### src/hw/rtl/mandelbrot_escape_pixel_assert.svh
// ----------------------------------------------------------------------------
// mandelbrot_escape_pixel assertion macros
// Shared concurrent checks on clk, disabled while rst is high.
// ----------------------------------------------------------------------------
`ifndef MANDELBROT_ESCAPE_PIXEL_ASSERT_SVH
`define MANDELBROT_ESCAPE_PIXEL_ASSERT_SVH

// Consequent must hold in the same cycle as the antecedent.
`define MEP_ASSERT_NOW(label, ante, cons) \
  label: assert property (@(posedge clk) disable iff (rst) (ante) |-> (cons)) \
    else $error("mandelbrot_escape_pixel: same-cycle check failed");

// Consequent must hold in the cycle after the antecedent.
`define MEP_ASSERT_NEXT(label, ante, cons) \
  label: assert property (@(posedge clk) disable iff (rst) (ante) |=> (cons)) \
    else $error("mandelbrot_escape_pixel: next-cycle check failed");

`endif

### src/hw/rtl/mep_pkg.sv
// ----------------------------------------------------------------------------
// mep_pkg
// Types, widths, register codes and helpers for the escape-time pixel block.
// ----------------------------------------------------------------------------
package mep_pkg;

  localparam int COORD_WIDTH    = 32;
  localparam int ITER_WIDTH     = 16;
  localparam int FRAC_BITS      = COORD_WIDTH - 4;
  localparam int STEP_WIDTH     = COORD_WIDTH - 1;
  localparam int DIM_WIDTH      = 13;
  localparam int IDX_WIDTH      = 12;
  localparam int SHADE_WIDTH    = 8;
  localparam int PROD_WIDTH     = 2 * COORD_WIDTH - FRAC_BITS;
  localparam int OFS_WIDTH      = STEP_WIDTH + IDX_WIDTH;
  localparam int EXT_WIDTH      = COORD_WIDTH + 14;
  localparam int NUM_WIDTH      = ITER_WIDTH + SHADE_WIDTH;
  localparam int DIV_BIT_WIDTH  = $clog2(SHADE_WIDTH);
  localparam int CFG_IDX_WIDTH  = 3;
  localparam int CFG_DATA_WIDTH = COORD_WIDTH;

  localparam logic signed [COORD_WIDTH-1:0] X_START_RESET =
    -(COORD_WIDTH'(1) <<< (FRAC_BITS + 1));
  localparam logic signed [COORD_WIDTH-1:0] Y_TOP_RESET = COORD_WIDTH'(1) <<< FRAC_BITS;
  localparam logic [STEP_WIDTH-1:0] STEP_RESET = STEP_WIDTH'(1) << (FRAC_BITS - 7);
  localparam logic [ITER_WIDTH-1:0] MAX_ITERS_RESET = ITER_WIDTH'(255);
  localparam logic [DIM_WIDTH-1:0] IMG_DIM_RESET = DIM_WIDTH'(256);

  localparam logic signed [PROD_WIDTH:0] ESC_LIMIT = (PROD_WIDTH + 1)'(4) <<< FRAC_BITS;

  typedef enum logic [CFG_IDX_WIDTH-1:0] {
    REG_X_START    = 3'd0,
    REG_Y_TOP      = 3'd1,
    REG_STEP       = 3'd2,
    REG_MAX_ITERS  = 3'd3,
    REG_IMG_WIDTH  = 3'd4,
    REG_IMG_HEIGHT = 3'd5
  } cfg_reg_t;

  typedef struct packed {
    logic [IDX_WIDTH-1:0] col;
    logic [IDX_WIDTH-1:0] row;
  } mep_in_t;

  typedef struct packed {
    logic [SHADE_WIDTH-1:0] shade;
    logic [ITER_WIDTH-1:0]  iter_count;
    logic                   escaped;
  } mep_out_t;

  typedef struct packed {
    logic                     capture;
    logic                     set_c;
    logic                     square;
    logic                     update;
    logic                     finish;
    logic                     div_step;
    logic [DIV_BIT_WIDTH-1:0] div_bit;
    logic                     out_load;
  } mep_cmd_t;

  typedef struct packed {
    logic in_image;
    logic escape;
    logic at_limit;
  } mep_status_t;

  function automatic logic signed [COORD_WIDTH-1:0] sat_coord(
    input logic signed [EXT_WIDTH-1:0] v
  );
    if ((&v[EXT_WIDTH-1:COORD_WIDTH-1]) || !(|v[EXT_WIDTH-1:COORD_WIDTH-1])) begin
      return v[COORD_WIDTH-1:0];
    end else if (v[EXT_WIDTH-1]) begin
      return {1'b1, {(COORD_WIDTH-1){1'b0}}};
    end else begin
      return {1'b0, {(COORD_WIDTH-1){1'b1}}};
    end
  endfunction

endpackage

### src/hw/rtl/mep_ctrl.sv
// ----------------------------------------------------------------------------
// mep_ctrl
// Controller: input and output handshakes, iteration sequencing and the
// bit-by-bit shade division.
// ----------------------------------------------------------------------------
`include "mandelbrot_escape_pixel_assert.svh"

module mep_ctrl import mep_pkg::*; (
  input  logic        clk,
  input  logic        rst,
  input  logic        in_valid,
  output logic        in_ready,
  output logic        out_valid,
  input  logic        out_ready,
  input  mep_status_t st,
  output mep_cmd_t    cmd
);

  typedef enum logic [2:0] {
    S_IDLE,
    S_CSET,
    S_SQ,
    S_UPD,
    S_DIV,
    S_OUT
  } state_t;

  state_t                   state;
  logic [DIV_BIT_WIDTH-1:0] div_bit;
  logic                     done;

  assign in_ready = (state == S_IDLE);
  assign done     = st.escape || st.at_limit;

  always_comb begin
    cmd          = '0;
    cmd.capture  = in_valid && in_ready && st.in_image;
    cmd.set_c    = (state == S_CSET);
    cmd.square   = (state == S_SQ);
    cmd.update   = (state == S_UPD) && !done;
    cmd.finish   = (state == S_UPD) && done;
    cmd.div_step = (state == S_DIV);
    cmd.div_bit  = div_bit;
    cmd.out_load = (state == S_OUT) && (!out_valid || out_ready);
  end

  always_ff @(posedge clk) begin
    if (rst) begin
      state     <= S_IDLE;
      div_bit   <= '0;
      out_valid <= 1'b0;
    end else begin
      if (cmd.out_load) begin
        out_valid <= 1'b1;
      end else if (out_ready) begin
        out_valid <= 1'b0;
      end
      unique case (state)
        S_IDLE: begin
          if (cmd.capture) begin
            state <= S_CSET;
          end
        end
        S_CSET: state <= S_SQ;
        S_SQ:   state <= S_UPD;
        S_UPD: begin
          if (done) begin
            state   <= S_DIV;
            div_bit <= '1;
          end else begin
            state <= S_SQ;
          end
        end
        S_DIV: begin
          if (div_bit == '0) begin
            state <= S_OUT;
          end else begin
            div_bit <= div_bit - 1'b1;
          end
        end
        S_OUT: begin
          if (cmd.out_load) begin
            state <= S_IDLE;
          end
        end
        default: state <= S_IDLE;
      endcase
    end
  end

  `MEP_ASSERT_NOW(a_load_into_free_slot, cmd.out_load, !out_valid || out_ready)
  `MEP_ASSERT_NOW(a_no_update_after_end, cmd.update, !st.escape && !st.at_limit)
  `MEP_ASSERT_NEXT(a_load_shows_result, cmd.out_load, out_valid)

endmodule

### config.mk
export PLATFORM = sky130hd
export DESIGN_NAME = mep_ctrl
export DESIGN_NICKNAME = d
export VERILOG_FILES = /design/src/hw/rtl/mep_pkg.sv /design/src/hw/rtl/mep_ctrl.sv
export VERILOG_INCLUDE_DIRS = /design/src /design/src/hw/rtl
export SDC_FILE = /design/constraint.sdc
export NUM_CORES = 1
export LEC_CHECK = 0
export BUFFER_PORTS_ARGS = -buffer_cell sky130_fd_sc_hd__buf_4
export CAP_MARGIN = 10
export CORE_MARGIN = 3
export CORE_UTILIZATION = 30
export CTS_CLUSTER_SIZE = 16
export DETAILED_ROUTE_END_ITERATION = 12
export MAX_ROUTING_LAYER = met4
export PLACE_DENSITY_LB_ADDON = 0.1
export SETUP_SLACK_MARGIN = 0.02
export SLEW_MARGIN = 5
export SYNTH_ARGS = -nofsm -noshare
export SYNTH_HDL_FRONTEND = slang
export SYNTH_SLANG_ARGS = --single-unit
### constraint.sdc
create_clock -name clk -period 1.2 [get_ports clk]
set_input_delay 0.24 -clock clk [delete_from_list [all_inputs] [get_ports clk]]
set_output_delay 0.24 -clock clk [all_outputs]
set_load 0.05 [all_outputs]
After elaboration in Yosys (flattened, before gate mapping)
Cells that the tools add are included.

word-level totals
  bits in registers = 7
  input bits = 7
  output and inout port bits = 12
  logic and storage cells = 39

operators by class
  $add $sub $neg = 1
  equal/unequal tests = 10
  muxes and demuxes = 10
  reduce and logical (&&, ||, !) cells = 15

operators by type and width
  kind                                                                number
  3-bit 2-to-1 mux                                                    6
  3-bit case mux with 6 select lines                                  1
  3-bit by 2-bit == test with 1-bit output, second input constant     2
  3-bit == test, second input constant                                2
  3-bit zero test                                                     2
  2-bit != test, second input constant                                3
  3-bit case mux with 2 select lines                                  1
  3-bit AND reduction                                                 2
  1-bit logical AND                                                   5
  2-bit by 1-bit != test with 1-bit output, second input constant     2
  2-bit nonzero test                                                  2
  3-bit by 1-bit == test with 1-bit output, second input constant     1
  3-bit by 1-bit subtractor with 3-bit output, second input constant  1
  1-bit zero test                                                     2
  1-bit logical OR                                                    2
  1-bit 2-to-1 mux                                                    2

Longest topological paths before layout
  word-level depth = 5
  gate-level depth with buffers = 5
  mapped depth without buffers = 5

Worst setup path before layout
Ideal clock, no wire load.

  path type = register -> output
  start point = register state[1]
  end point = output port cmd[9] (netlist bit)
  arrival = 2.214 ns
  required time = 0.960 ns
  path slack = -1.254 ns
  stages on the path, launching flop included = 4
  path buffers = 1
  cells stage by stage = dfxtp_1 > buf_4 > nor3_1 > and3_1

RTL lines
  element                 RTL line        text
  from (decl)             mep_ctrl.sv:28  state_t state;
  from (signal assigned)  mep_ctrl.sv:49  state <= S_IDLE;
  from (signal assigned)  mep_ctrl.sv:61  state <= S_CSET;
  from (signal assigned)  mep_ctrl.sv:64  S_CSET: state <= S_SQ;
  to (decl)               mep_ctrl.sv:16  output mep_cmd_t cmd

==> impl_metrics.ini <==
[status]
outcome = complete, but fails checks
violations = negative setup slack

[cells_and_area]
drive_gt1_share_pct = 79.55
syn_to_final_growth_pct = 113.1
antennaDiodeCount = 0
fill_cells = 105
nets = 98
layout.cells.non_filler = 103
regArea_um2 = 155.1
multi_input_area_um2 = 360.3

[synth]
synth-seq-cells = 7
synth_edf_count = 0
ys.flop_type = dfxtp_1
yosysMostFrequentCell = dfxtp_1
yosysTopAreaCell = dfxtp_1
syn_nets = 58
async_flop_share_pct = 0
synth.distinct_cells = 28
yosys-top-cells-area = dfxtp_1 (32%), a221oi_1 (6.0%), ha_1 (5.7%)
syn_inst = 49
ys_warn_count = 0
syn-cell-area_um2 = 439.2
ys_seq_area_share_pct = 31.91
synth_common_cells = dfxtp_1 (7), inv_1 (5), a21oi_1 (3), a221oi_1 (3)
synth.top_cell.area_share_pct = 31.91
synth_area_per_cell_um2 = 8.963

[global_route]
grt_max_degree = 9
grtUsageTotal_pct = 15.32
grt_pass1_vias = 509
grt_overflow = 0
grt_pass1_wl_um = 2090
antenna_found_initial = 0

[worst_setup_path]
regToRegEndpoint = div_bit[1]
crit_fanout = 4
required_ps = 960
cp_data_arrival_time_ps = 1220
rrSetupSlack_ps = -60
r2r_start = state[2]
cp-end-kind = output port
r2r_cells = 5
start_kind = flop
path_class = reg -> out

[die]
dieHeight_um = 44.26
core_area_um2 = 1334
start_util_pct = 32.93
ios = 19
fp.dieW_um = 44.26
rows = 13
dieArea_um2 = 1959

[routing]
routedWlPerCell_um = 12.17
drtIter0Drc = 3
vias = 512
drc = 0
via_per_inst = 4.971
first_pass_iters = 3
drt-total-wl_um = 1254
ant_nets = 0

[power_and_ir_drop]
power_w = 0.0007424
power_density_nw_per_um2 = 793.2
leakage_nw = 0.4195
irDropWorstVdd_mv = 0.5167

[timing]
finalHoldViolations = 0
rsz0062_at_grt = true
fin_skew_ps = 4.861
clock.fmax_ghz = 0.6850
fin_setup_tns_ps = -1800
min_period_over_period_pct = 121.7
tightest_slew_ps = 249.4
slew_headroom_pct = 83.27
fin_crit_ps = 1460
setup_viol = 11
hold_ws_ps = 215.2
worst_slack_ps = -260.0
drv_slew = 0

[min_path]
min_path_cells = 2
hold_class = in -> reg
min_to = state[2]
hold_start = rst

[clocking]
cts_tree = done
cts_num_sinks = 7
cts_root_buffer = clkbuf_4
clk_pin_slew_ps = 60
clock_tree.buffer_depth = 2
htree_levels = 1
cts_buffers = 3
clkLatencyLatePin_ps = 250

[place]
hpwl_um = 843.1
dp_slack_ps = -107.7
gp_congestion = 0.7061
dp.cells = 94
port_buffers = 18

[run]
max_cap_violations = 0
## through the flow
step,util (%),area [um^2]
floorplan,-,513.0
global placement,56.19,749.5
detailed placement,56.19,749.5
CTS,68.57,914.6
global route,70.17,935.9
finish,70.17,935.9
## repair_timing
item,in CTS,in global routing
buffers inserted,5,1
gates cloned,0,0
resized for setup,26,5
endpoints found under the setup margin,12,13
hold buffers,0,0
pin swaps,6,6
## area by class of cell
| type | count | share of cell area (%) |
|---|---|---|
| multi-input cells | 33 | 38.50 |
| repair buffers | 39 | 37.70 |
| flip-flops and latches | 7 | 16.58 |
| clock buffers | 4 | 2.807 |
| inverters | 5 | 2.406 |
| well taps | 15 | 2.005 |
## how the worst max path moves through the flow
| stage | from | endpoint | slack [ps] | cells past startpoint |
|---|---|---|---|---|
| final | state[0] | cmd[9] | -260 | 4 |
| after floorplan | state[2] | div_bit[2] | -340 | 4 |
| after global routing | state[0] | cmd[9] | -300 | 4 |
| after detailed placement | state[0] | cmd[9] | -110 | 4 |
| after CTS | state[2] | cmd[6] | -260 | 3 |
| after global placement | st[0] | cmd[5] | -100 | 5 |
## worst max-delay path, stage by stage (launching register included)
cell	delay, ps
dfxtp_4	360
buf_6	120
nor3_4	120
and3_4	210
buf_8	140
## cell families (layout without fill, tap and decap cells)
group                    Yosys count  after routing  synth area share (%)
flip-flops                         7              7                 31.91
buffers and inverters              9             48                 11.11
adder cells (fa/ha/maj)            2              2                 5.697
AND/OR/NAND/NOR                   16             16                 25.64
AO/OA/AOI/OAI                     15             15                 25.64
## sequential cells by signal (all words and copies together) (netlist names)
name	count
div_bit	3
out_valid	1
state	3
## power by group
group / total (W) / leakage [nW] / internal, W / switching, W
Sequential: 0.000256 / 0.0605 / 0.000240 / 0.0000166
Clock: 0.000222 / 0.0150 / 0.000127 / 0.0000949
Combinational: 0.000264 / 0.344 / 0.000133 / 0.000130
Total: 0.000742 / 0.420 / 0.000500 / 0.000242
## cell usage in the layout (no fill, tap or decap), types with 2 or more instances in the layout
cell type	n
buf_6	12
inv_2	2
a311oi_1	2
clkbuf_4	3
ha_4	2
nor2b_4	2
buf_4	25
a221oi_2	3
nor3b_2	2
dfxtp_4	3
buf_8	2
dfxtp_2	3
a21oi_1	3
inv_1	2
## metal layers
layer / up-vias / share of wire [%] / global-route usage [%] / wire, um
li1: 263 / - / - / -
met1: 232 / 43 / 16.01 / 537
met2: 13 / 51 / 27.62 / 643
met3: 4 / 4.5 / 2.439 / 57
met4: 0 / 1.4 / 7.229 / 17
met5: - / 0 / - / 0
Power figures use the tool's default switching activity.
